$ cat config.mk
export PLATFORM = sky130hd
export DESIGN_NAME = lru_page_order_queue_core
export DESIGN_NICKNAME = d
export VERILOG_FILES = /design/src/rtl/lopq_pkg.sv /design/src/rtl/lru_page_order_queue_core.sv
export SDC_FILE = /design/constraint.sdc
export NUM_CORES = 2
export LEC_CHECK = 0
export BUFFER_PORTS_ARGS = -buffer_cell sky130_fd_sc_hd__buf_4
export CAP_MARGIN = 25
export CORE_ASPECT_RATIO = 0.5
export CORE_UTILIZATION = 30
export CTS_CLUSTER_SIZE = 25
export DETAILED_ROUTE_END_ITERATION = 12
export GPL_TIMING_DRIVEN = 0
export HOLD_SLACK_MARGIN = 0.05
export SLEW_MARGIN = 20
export SYNTH_ARGS = -nofsm -noshare
export SYNTH_HDL_FRONTEND = slang
export SYNTH_SLANG_ARGS = --single-unit
$ cat constraint.sdc
create_clock -name clk_i -period 9.8 [get_ports clk_i]
set_input_delay 0.49 -clock clk_i [delete_from_list [all_inputs] [get_ports clk_i]]
set_output_delay 0.49 -clock clk_i [all_outputs]
set_load 0.1 [all_outputs]
$ cat src/rtl/lopq_pkg.sv
// ---------------------------------------------------------------------------
// LRU page order queue package
// Sizes, entry layout and action and status codes.
// ---------------------------------------------------------------------------
package lopq_pkg;

  localparam int DEPTH   = 64;
  localparam int PTR_W   = $clog2(DEPTH);
  localparam int CNT_W   = $clog2(DEPTH + 1);
  localparam int PAGE_W  = 20;
  localparam int PID_W   = 16;
  localparam int ACT_W   = 2;
  localparam int STAT_W  = 2;
  localparam int OCC_W   = 7;

  typedef enum logic [ACT_W-1:0] {
    ACT_PUSH  = 2'd0,
    ACT_POP   = 2'd1,
    ACT_TOUCH = 2'd2
  } action_e;

  typedef enum logic [STAT_W-1:0] {
    ST_OK        = 2'd0,
    ST_FULL      = 2'd1,
    ST_EMPTY     = 2'd2,
    ST_NOT_FOUND = 2'd3
  } status_e;

  typedef struct packed {
    logic              dirty;
    logic [PID_W-1:0]  pid;
    logic [PAGE_W-1:0] page;
  } entry_t;

  localparam int ENTRY_W = $bits(entry_t);

  typedef struct packed {
    logic [STAT_W-1:0] status;
    entry_t            entry;
  } result_t;

endpackage

$ cat src/rtl/lru_page_order_queue_core.sv
// ---------------------------------------------------------------------------
// LRU page order queue
// Entry memory held as a ring, oldest entry at the head pointer.
// ---------------------------------------------------------------------------
// One transaction is worked at a time and gives one result. Push, rejected
// actions and the unused action code go from idle through S_RESP to the
// output register; pop passes through S_POP first. A touch scans the ring
// through the single read port of the entry memory, one entry per cycle,
// and closes up the gap behind the match in the same pass. The next
// transaction is taken once the result has moved into the output register.
module lru_page_order_queue_core (
  input  logic                         clk_i,
  input  logic                         rst_ni,
  input  logic                         in_valid_i,
  output logic                         in_stall_o,
  input  logic [lopq_pkg::ACT_W-1:0]   action_i,
  input  logic [lopq_pkg::PAGE_W-1:0]  page_number_i,
  input  logic [lopq_pkg::PID_W-1:0]   process_id_i,
  input  logic                         dirty_in_i,
  output logic                         out_valid_o,
  input  logic                         out_stall_i,
  output logic [lopq_pkg::STAT_W-1:0]  status_o,
  output logic [lopq_pkg::PAGE_W-1:0]  page_out_o,
  output logic [lopq_pkg::PID_W-1:0]   pid_out_o,
  output logic                         dirty_out_o,
  output logic [lopq_pkg::OCC_W-1:0]   occupancy_o
);
  import lopq_pkg::*;

  typedef enum logic [2:0] {
    S_IDLE,
    S_POP,
    S_SCAN,
    S_PLACE,
    S_RESP
  } state_e;

  function automatic logic [PTR_W-1:0] ring_addr(input logic [PTR_W-1:0] base,
                                                 input logic [PTR_W-1:0] pos);
    logic [PTR_W:0] sum;
    sum = {1'b0, base} + {1'b0, pos};
    if (sum >= (PTR_W+1)'(DEPTH)) begin
      sum = sum - (PTR_W+1)'(DEPTH);
    end
    return sum[PTR_W-1:0];
  endfunction

  entry_t mem_q [DEPTH];

  state_e            state_q, state_d;
  logic [PTR_W-1:0]  head_q, head_d;
  logic [CNT_W-1:0]  count_q, count_d;
  logic [CNT_W-1:0]  rd_k_q, rd_k_d;
  logic [PTR_W-1:0]  dk_q, dk_d;
  logic              dv_q, dv_d;
  logic              found_q, found_d;
  entry_t            key_q, key_d;
  entry_t            keep_q, keep_d;
  result_t           res_q, res_d;
  result_t           out_q, out_d;
  logic [OCC_W-1:0]  out_occ_q, out_occ_d;
  logic              out_valid_q, out_valid_d;

  entry_t            rd_data_q;
  logic [PTR_W-1:0]  rd_addr;
  logic              wr_en;
  logic [PTR_W-1:0]  wr_addr;
  entry_t            wr_data;

  logic              accept;
  logic              hit;
  logic              last;
  logic [CNT_W-1:0]  last_pos;
  logic              out_free;

  assign accept   = in_valid_i && (state_q == S_IDLE);
  assign hit      = (rd_data_q == key_q);
  assign last_pos = count_q - CNT_W'(1);
  assign last     = ({{(CNT_W-PTR_W){1'b0}}, dk_q} == last_pos);
  assign out_free = !out_valid_q || !out_stall_i;

  always_comb begin
    state_d     = state_q;
    head_d      = head_q;
    count_d     = count_q;
    rd_k_d      = rd_k_q;
    dk_d        = dk_q;
    dv_d        = 1'b0;
    found_d     = found_q;
    key_d       = key_q;
    keep_d      = keep_q;
    res_d       = res_q;
    out_d       = out_q;
    out_occ_d   = out_occ_q;
    out_valid_d = out_valid_q;
    rd_addr     = head_q;
    wr_en       = 1'b0;
    wr_addr     = head_q;
    wr_data     = key_q;

    if (out_valid_q && !out_stall_i) begin
      out_valid_d = 1'b0;
    end

    unique case (state_q)
      S_IDLE: begin
        if (accept) begin
          key_d = '{dirty: dirty_in_i, pid: process_id_i, page: page_number_i};
          res_d = '0;
          state_d = S_RESP;
          case (action_i)
            ACT_PUSH: begin
              if (count_q == CNT_W'(DEPTH)) begin
                res_d.status = ST_FULL;
              end else begin
                wr_en   = 1'b1;
                wr_addr = ring_addr(head_q, count_q[PTR_W-1:0]);
                wr_data = '{dirty: dirty_in_i, pid: process_id_i, page: page_number_i};
                count_d = count_q + CNT_W'(1);
              end
            end
            ACT_POP: begin
              if (count_q == '0) begin
                res_d.status = ST_EMPTY;
              end else begin
                state_d = S_POP;
              end
            end
            ACT_TOUCH: begin
              if (count_q == '0) begin
                res_d.status = ST_NOT_FOUND;
              end else begin
                rd_k_d  = CNT_W'(1);
                dk_d    = '0;
                dv_d    = 1'b1;
                found_d = 1'b0;
                state_d = S_SCAN;
              end
            end
            default: res_d.status = ST_OK;
          endcase
        end
      end
      S_POP: begin
        res_d.entry = rd_data_q;
        head_d      = ring_addr(head_q, PTR_W'(1));
        count_d     = count_q - CNT_W'(1);
        state_d     = S_RESP;
      end
      S_SCAN: begin
        rd_addr = ring_addr(head_q, rd_k_q[PTR_W-1:0]);
        if (rd_k_q < count_q) begin
          rd_k_d = rd_k_q + CNT_W'(1);
          dk_d   = rd_k_q[PTR_W-1:0];
          dv_d   = 1'b1;
        end
        if (dv_q) begin
          if (found_q) begin
            wr_en   = 1'b1;
            wr_addr = ring_addr(head_q, dk_q - PTR_W'(1));
            wr_data = rd_data_q;
          end else if (hit) begin
            found_d = 1'b1;
            keep_d  = rd_data_q;
          end
          if (last) begin
            dv_d = 1'b0;
            if (found_q) begin
              state_d = S_PLACE;
            end else begin
              res_d.status = hit ? ST_OK : ST_NOT_FOUND;
              state_d      = S_RESP;
            end
          end
        end
      end
      S_PLACE: begin
        wr_en        = 1'b1;
        wr_addr      = ring_addr(head_q, last_pos[PTR_W-1:0]);
        wr_data      = keep_q;
        res_d.status = ST_OK;
        state_d      = S_RESP;
      end
      S_RESP: begin
        if (out_free) begin
          out_d       = res_q;
          out_occ_d   = OCC_W'(count_q);
          out_valid_d = 1'b1;
          state_d     = S_IDLE;
        end
      end
      default: state_d = S_IDLE;
    endcase
  end

  always_ff @(posedge clk_i or negedge rst_ni) begin
    if (!rst_ni) begin
      state_q     <= S_IDLE;
      head_q      <= '0;
      count_q     <= '0;
      rd_k_q      <= '0;
      dk_q        <= '0;
      dv_q        <= 1'b0;
      found_q     <= 1'b0;
      out_valid_q <= 1'b0;
    end else begin
      state_q     <= state_d;
      head_q      <= head_d;
      count_q     <= count_d;
      rd_k_q      <= rd_k_d;
      dk_q        <= dk_d;
      dv_q        <= dv_d;
      found_q     <= found_d;
      out_valid_q <= out_valid_d;
    end
  end

  always_ff @(posedge clk_i) begin
    key_q     <= key_d;
    keep_q    <= keep_d;
    res_q     <= res_d;
    out_q     <= out_d;
    out_occ_q <= out_occ_d;
  end

  always_ff @(posedge clk_i) begin
    if (wr_en) begin
      mem_q[wr_addr] <= wr_data;
    end
    rd_data_q <= mem_q[rd_addr];
  end

  assign in_stall_o  = (state_q != S_IDLE);
  assign out_valid_o = out_valid_q;
  assign status_o    = out_q.status;
  assign page_out_o  = out_q.entry.page;
  assign pid_out_o   = out_q.entry.pid;
  assign dirty_out_o = out_q.entry.dirty;
  assign occupancy_o = out_occ_q;

endmodule

After elaboration in Yosys (flattened, before gate mapping)

Memory sizes are Yosys's and may differ from the RTL's. A register that Yosys moved wholly into a read port is not among the register bits.
Cells that the tools add are included.

Multiplexer cells: 77
Add/subtract/negate cells: 14
Reductions and logical operators: 22
Magnitude comparators: 6
Bitwise gates (word level): 1
Eq/ne operators: 19

Operators with widths:

| cell                                                               | count |
|---|---|
| 37-bit 2-to-1 mux                                                  | 5 |
| 37-bit one-hot mux with 3 select lines                             | 1 |
| 6-bit 2-to-1 mux                                                   | 15 |
| 37-bit one-hot mux with 2 select lines                             | 1 |
| 7-bit 2-to-1 mux                                                   | 7 |
| 39-bit 2-to-1 mux                                                  | 1 |
| 37-bit == test                                                     | 1 |
| 6-bit by 1-bit subtractor with 6-bit output, second input constant | 6 |
| 7-bit >= comparator, second input constant                         | 5 |
| 6-bit by 6-bit adder with 7-bit output                             | 4 |
| 7-bit one-hot mux with 2 select lines                              | 2 |
| 1-bit 2-to-1 mux                                                   | 23 |
| 3-bit 2-to-1 mux                                                   | 7 |
| 6-bit one-hot mux with 3 select lines                              | 1 |
| 2-bit != test, second input constant                               | 8 |
| 5-bit AND reduction                                                | 3 |
| 7-bit by 1-bit adder with 7-bit output, second input constant      | 2 |
| 2-bit 2-to-1 mux                                                   | 6 |
| 2-bit one-hot mux with 3 select lines                              | 2 |
| 3-bit one-hot mux with 4 select lines                              | 1 |
| 6-bit one-hot mux with 2 select lines                              | 1 |
| 4-bit AND reduction                                                | 3 |
| 6-bit by 1-bit adder with 7-bit output, second input constant      | 1 |
| 6-bit by 7-bit == test with 1-bit output                           | 1 |
| 23 further kinds                                                   | 32 |

Bits in registers: 191
Memory bits (writable): 2368
Output and inout bits: 48
Memories kept: 1
Logic and storage cells: 163

Memories:

| memory | words | bits a word | rd ports | clocked after memory_dff | write ports | line                            | RTL |
|---|---|---|---|---|---|---|---|
| mem_q  | 64    | 37          | 1        | 1                        | 1           | lru_page_order_queue_core.sv:48 | `entry_t mem_q [DEPTH];` |

Logic depth before layout (Yosys ltp)

Depth in word-level cells: 7
Mapped depth: 13
Depth with buffers taken out: 12

Worst setup path after synthesis

Ideal clock, no wire load.

Path kind: reg-to-reg
Start: register state_q[1]
End: memory mem_q[11][0] (netlist bit), enable pin
Library setup time: 0.431 ns
Required time: 9.369 ns
Path buffers: 2
Cell stages (with the launch flop): 11
Period minus slack after synthesis: 6.070 ns
Path slack: 3.730 ns
Arrival time: 5.639 ns
Cells stage by stage: dfrtp_1 > or3_1 > clkbuf_1 > nor2_1 > nand3_2 > o221ai_1 > a21oi_1 > or2_1 > or3_1 > buf_2 > nor2_1

Cells in the longest elaborated chain, start to end: 6
Elaborated cells between the ends (all ways): 10
Classes of those cells: eq/ne: 2; mux: 6; reduce/logical: 2

RTL lines:

| what                                   | line                                                              | RTL |
|---|---|---|
| from (decl)                            | lru_page_order_queue_core.sv:50                                   | `state_e state_q, state_d;` |
| from (signal assigned)                 | lru_page_order_queue_core.sv:207                                  | `state_q <= state_d;` |
| 3-bit zero test                        | lru_page_order_queue_core.sv:76, lru_page_order_queue_core.sv:105 |  |
| 1-bit logical AND                      | lru_page_order_queue_core.sv:76                                   | `assign accept = in_valid_i && (state_q == S_IDLE);` |
| 1-bit 2-to-1 mux                       | lru_page_order_queue_core.sv:107                                  | `if (accept) begin` |
| 1-bit one-hot mux with 3 select lines  | lru_page_order_queue_core.sv:105                                  | `unique case (state_q)` |
| 1-bit 2-to-1 mux                       | lru_page_order_queue_core.sv:227                                  | `if (wr_en) begin` |
| 1-bit 2-to-1 mux (not written as such) | lru_page_order_queue_core.sv:228                                  | `mem_q[wr_addr] <= wr_data;` |
| to (decl)                              | lru_page_order_queue_core.sv:48                                   |  |

Several ways; a longest one is shown, not always the timed one.

Worst setup path after layout

Start: register head_q[0]
End: register, netlist name rd_data_q[18]

Cells in the longest elaborated chain, start to end: 4
Elaborated cells between the ends (all ways): 5
Classes of those cells: add/sub: 2; order compare: 1; mux: 2

RTL lines:

| what                                                                                      | line                                                             | RTL |
|---|---|---|
| from (decl)                                                                               | lru_page_order_queue_core.sv:51                                  | `logic [PTR_W-1:0] head_q, head_d;` |
| from (signal assigned)                                                                    | lru_page_order_queue_core.sv:199                                 | `head_q <= '0;` |
| from (signal assigned)                                                                    | lru_page_order_queue_core.sv:208                                 | `head_q <= head_d;` |
| 6-bit by 6-bit adder with 7-bit output                                                    | lru_page_order_queue_core.sv:41                                  | `sum = {1'b0, base} + {1'b0, pos};` |
| 6-bit by 1-bit subtractor with 6-bit output / 7-bit >= comparator (equally long branches) | lru_page_order_queue_core.sv:43, lru_page_order_queue_core.sv:42 |  |
| 6-bit 2-to-1 mux                                                                          | lru_page_order_queue_core.sv:42                                  | `if (sum >= (PTR_W+1)'(DEPTH)) begin` |
| 6-bit 2-to-1 mux (*)                                                                      | lru_page_order_queue_core.sv:105                                 |  |

Mark *: on every way between the ends. The rest lies on a longest branch, timed or not.
A chain may end at the register's enable or synchronous reset.

==> flow_results.xml <==
<?xml version="1.0" encoding="UTF-8"?>
<metrics>
  <group name="setup_path">
    <metric name="r2r-start" unit="">head_q[0]</metric>
    <metric name="worst_path_largest_cell_delay" unit="ns">0.83</metric>
    <metric name="worst_path_max_delay_cell" unit="">sky130_fd_sc_hd__clkbuf_1</metric>
    <metric name="data_arrival_time_of_the_critical_path" unit="ns">6.91</metric>
    <metric name="cp_num_cells" unit="">10</metric>
    <metric name="startpoint_of_the_worst_setup_timing_path" unit="">head_q[0]</metric>
    <metric name="cp-start-kind" unit="">flop</metric>
    <metric name="top_fanout_value_on_the_critical_path" unit="">11</metric>
    <metric name="reg2reg_setup_slack" unit="ns">3.58</metric>
    <metric name="worstSetupEndpointType" unit="">flop</metric>
    <metric name="criticalPathCategory" unit="">reg2reg</metric>
    <metric name="crit_required" unit="ns">10.49</metric>
    <metric name="cpLargestDelayFamily" unit="">buffers and inverters</metric>
    <metric name="setup.worst_path.end" unit="">rd_data_q[18]</metric>
    <metric name="timing.critical_path.cells" unit="">ha_1 &gt; fa_1 &gt; mux2i_2 &gt; clkbuf_2 &gt; clkbuf_1 &gt; clkbuf_1 &gt; a31oi_1 &gt; a32oi_1 &gt; a31oi_1 &gt; a211o_1</metric>
    <metric name="timing.critical_path.buf_inv" unit="">3</metric>
    <metric name="rr_endpoint" unit="">rd_data_q[18]</metric>
    <metric name="reg2regPathDepth" unit="">10</metric>
  </group>
  <group name="timing">
    <metric name="slew_headroom" unit="%">16.61</metric>
    <metric name="fmaxAchievable" unit="MHz">160.8</metric>
    <metric name="slew_violations" unit="">0</metric>
    <metric name="setup-violations-final" unit="">0</metric>
    <metric name="rsz_0062_raised_after_global_routing" unit="">false</metric>
    <metric name="min_period" unit="ns">6.219</metric>
    <metric name="layout_setup_ws" unit="ns">3.581</metric>
    <metric name="fin_hold_viols" unit="">0</metric>
    <metric name="setup_tns" unit="ns">0</metric>
    <metric name="worst-slew-pin-transition" unit="ns">1.239</metric>
    <metric name="finalCritPeriodShare" unit="%">63.46</metric>
    <metric name="fin_worst_skew" unit="ns">0.09074</metric>
  </group>
  <group name="floorplanning">
    <metric name="fp.coreArea" unit="sq um">344200</metric>
    <metric name="boundaryPins" unit="">91</metric>
    <metric name="die_area" unit="sq um">349500</metric>
    <metric name="die_w" unit="um">835.0</metric>
    <metric name="placementRows" unit="">152</metric>
    <metric name="floorplan.initialDensity" unit="%">30.24</metric>
    <metric name="die_height" unit="um">418.5</metric>
  </group>
  <group name="cts">
    <metric name="cts_max_path_buffers" unit="">4</metric>
    <metric name="htreeDepth" unit="">4</metric>
    <metric name="tritoncts" unit="">built</metric>
    <metric name="insertion_delay" unit="ns">0.94</metric>
    <metric name="cts.repair_timing.setup_buffer_count" unit="">0</metric>
    <metric name="cts_num_sinks" unit="">2596</metric>
    <metric name="root_buffer" unit="">sky130_fd_sc_hd__clkbuf_16</metric>
    <metric name="cts.reportedPaths.clkPinSlew" unit="ns">0.06</metric>
    <metric name="cts-buffers-inserted" unit="">246</metric>
  </group>
  <group name="synthesis">
    <metric name="syn-num-nets" unit="">8082</metric>
    <metric name="synth_compound_area_share" unit="%">3.843</metric>
    <metric name="number_of_storage_elements_in_the_synthesis_netlist" unit="">2596</metric>
    <metric name="synth_top_cells_by_area" unit="">sky130_fd_sc_hd__edfxtp_1 (73%), sky130_fd_sc_hd__nand2_1 (8.7%), sky130_fd_sc_hd__nand3_1 (5.1%)</metric>
    <metric name="post_synth_xor_area_fraction" unit="%">0.6226</metric>
    <metric name="count_of_synthesis_stage_warnings_from_yosys" unit="">0</metric>
    <metric name="post_synth_fa_ha_maj_area_fraction" unit="%">0.4976</metric>
    <metric name="fraction_of_synthesis_flops_using_an_asynchronous_set_or_reset_pin" unit="%">1.233</metric>
    <metric name="synthSimpleGateAreaFrac" unit="%">17.46</metric>
    <metric name="synth.avg_cell_area" unit="sq um">13.01</metric>
    <metric name="number_of_synthesized_flops_with_an_enable_pin" unit="">2527</metric>
    <metric name="synth_cell_type_count" unit="">73</metric>
    <metric name="share_of_the_synthesized_area_in_the_top_cell_type" unit="%">72.90</metric>
    <metric name="syn_inst" unit="">8000</metric>
    <metric name="largest_family_of_logic_cells_by_synthesized_area" unit="">simple AND/OR/NAND/NOR gates</metric>
    <metric name="postSynth.topFlopCell" unit="">sky130_fd_sc_hd__edfxtp_1</metric>
    <metric name="yosysSeqAreaShare" unit="%">74.38</metric>
    <metric name="synth_area" unit="sq um">104100</metric>
    <metric name="muxShareOfSynthArea" unit="%">0.7008</metric>
    <metric name="synth_top_cell_by_area" unit="">sky130_fd_sc_hd__edfxtp_1</metric>
  </group>
  <group name="finish">
    <metric name="layout.cells.non_filler" unit="">13380</metric>
    <metric name="drive_gt1_share" unit="%">11.28</metric>
    <metric name="finalNetCount" unit="">8639</metric>
    <metric name="area.growth.synth_to_final" unit="%">18.33</metric>
    <metric name="fin_area" unit="sq um">123200</metric>
  </group>
  <group name="routing">
    <metric name="antenna_left" unit="">0</metric>
    <metric name="drcViolationCount" unit="">0</metric>
    <metric name="post_route_wl" unit="um">338300</metric>
    <metric name="detailedRoute.firstIterationViolations" unit="">9754</metric>
    <metric name="drt-wirelength-per-cell" unit="um">25.28</metric>
    <metric name="dr.pass1.iters" unit="">9</metric>
    <metric name="avgViaCountPerCell" unit="">5.238</metric>
    <metric name="vias" unit="">70070</metric>
  </group>
  <group name="pwr">
    <metric name="power_density" unit="nW/um^2">347.8</metric>
    <metric name="netSwitchingFraction" unit="%">42.84</metric>
    <metric name="static-leakage-power" unit="uW">0.04268</metric>
    <metric name="p_switching" unit="uW">18360</metric>
    <metric name="clockPowerShare" unit="%">22.3</metric>
    <metric name="combinationalPowerShare" unit="%">43.0</metric>
    <metric name="seq_power_share" unit="%">34.8</metric>
    <metric name="design_power_total" unit="uW">42850</metric>
    <metric name="intPower" unit="uW">24490</metric>
    <metric name="irDropWorstVdd" unit="mV">0.3459</metric>
  </group>
  <group name="run">
    <metric name="timing.max_cap.violations" unit="">0</metric>
  </group>
  <group name="global_route">
    <metric name="grt_pass1_vias" unit="">65520</metric>
    <metric name="grt_antenna_before_repair" unit="">30</metric>
    <metric name="grt_remaining_overflow" unit="">0</metric>
    <metric name="grt_pass1_wl" unit="um">479500</metric>
    <metric name="grt_max_degree" unit="">65</metric>
    <metric name="grt.total_usage" unit="%">18.67</metric>
  </group>
  <group name="placed_design">
    <metric name="preCtsSetupSlack" unit="ns">3.773</metric>
    <metric name="placed_cells_incl_taps" unit="">12880</metric>
    <metric name="dpl_cell_area" unit="sq um">114800</metric>
    <metric name="detailed_place_hpwl" unit="um">239400</metric>
    <metric name="io_buffer_count" unit="">90</metric>
    <metric name="gp_congestion" unit="">0.9389</metric>
  </group>
  <group name="min_path">
    <metric name="min-delay-path-class" unit="">in2reg</metric>
    <metric name="holdPathStages" unit="">3</metric>
  </group>
  <group name="run_status">
    <metric name="status" unit="">finished, final reports clean</metric>
  </group>
</metrics>
[timing repair]
action | in CTS | in global routing
endpoints found under the hold margin | 88 | 0
resized for setup | 0 | 0
hold buffers | 40 | 0
[power by group through the flow]
stage               sequential, uW  combinational, uW  clock (uW)
floorplan                    15400               8930           0
global placement             15500              16700           0
detailed placement           15100              18000           0
CTS                          14900              18000        9590
global route                 14900              19300       10000
finish                       14900              18400        9550
[cells by family after synthesis]
kind of cell             after synthesis
AND/OR/NAND/NOR                     4122
flip-flops                          2596
buffers and inverters                564
AO/OA/AOI/OAI                        536
XOR/XNOR                              74
multiplexers                          69
adder cells (fa/ha/maj)               39
[cells in the mapped netlist, drive strengths merged, types with 5 or more instances]
library cell,count
nor3,15
nor4,81
ha,35
o31ai,5
a31oi,82
and2,40
mux2i,62
xor2,39
nor2,111
a222oi,31
and3,317
clkbuf,268
or3,9
inv,55
nand4,54
buf,241
nand3,1053
a21oi,45
a32oi,39
o22ai,39
a211oi,9
xnor2,35
o22a,5
dfrtp,32
o21ai,64
nand2,2410
nand2b,13
a211o,38
a21o,7
edfxtp,2527
dfxtp,37
a311oi,141
a221oi,5
mux2,5
[per-layer routing]
layer	global-route usage (%)	wire, um
met4	8.311	16540
met3	4.025	36050
met1	25.49	136300
met5	0	261
met2	28.67	149100
[registers in the layout, indices dropped and copies added (netlist names)]
signal and cells:
page_out_o 20, state_q 3, res_q 39, dk_q 6, head_q 6, occupancy_o 7
found_q 1, rd_k_q 7, keep_q 37, status_o 2, dv_q 1, rd_data_q 37
key_q 37, pid_out_o 16, dirty_out_o 1, count_q 7, mem_q 2368, out_valid_o 1
[cells in the final DEF, fill, tap and decap left out, drive strengths merged, types with 5 or more instances in the layout]
master       count
a211o           38
a21o             7
nand4           54
bufinv          27
xnor2           35
and3           317
mux2i           62
dfrtp           32
nor2           111
dlygate4sd3     40
nand2         2410
or3              9
nand2b          13
dfxtp           37
o31ai            5
a222oi          31
clkinv          97
xor2            39
diode           10
o21ai           64
mux2             5
a31oi           82
nor3            15
buf            510
a21oi           45
a211oi           9
nor4            81
nand3         1053
a32oi           39
a311oi         141
ha              35
and2            40
inv             60
o22a             5
o22ai           39
clkbuf         570
clkinvlp         9
edfxtp        2527
a221oi           5
[worst min path at each step]
stage                start        endpoint  slack, ns
3_3_place_gp     res_q[20]    pid_out_o[0]       0.41
4_1_cts        action_i[1]       res_q[37]       0.07
5_1_grt        action_i[1]       res_q[38]       0.12
3_5_place_dp     res_q[17]  page_out_o[17]       0.41
6_report       action_i[1]       res_q[38]       0.13
2_1_floorplan       rst_ni      count_q[0]       0.19
[stage by stage]
step | utilization, % | hold slack (ns)
5_1_grt | 35.78 | 0.1236
2_1_floorplan | - | 0.1944
4_1_cts | 35.76 | 0.06558
3_5_place_dp | 33.36 | 0.4052
6_report | 35.78 | 0.1286
3_3_place_gp | 32.12 | 0.4052
[tightest hold or removal path, cell delays in order]
cell,delay (ns)
sky130_fd_sc_hd__buf_4,0.09
sky130_fd_sc_hd__ha_1,0.16
sky130_fd_sc_hd__o31ai_1,0.08
[layout make-up]
cell class,count,area [sq um]
antenna,10,25.02
buffer,509,2401
clock buffer,302,6427
clock inverter,138,1424
fill,32730,221100
inverter,55,279.0
multi-input combinational,4840,24830
sequential,2596,77420
tap,4620,5781
timing repair buffer,309,4584
Power figures use the tool's default switching activity.
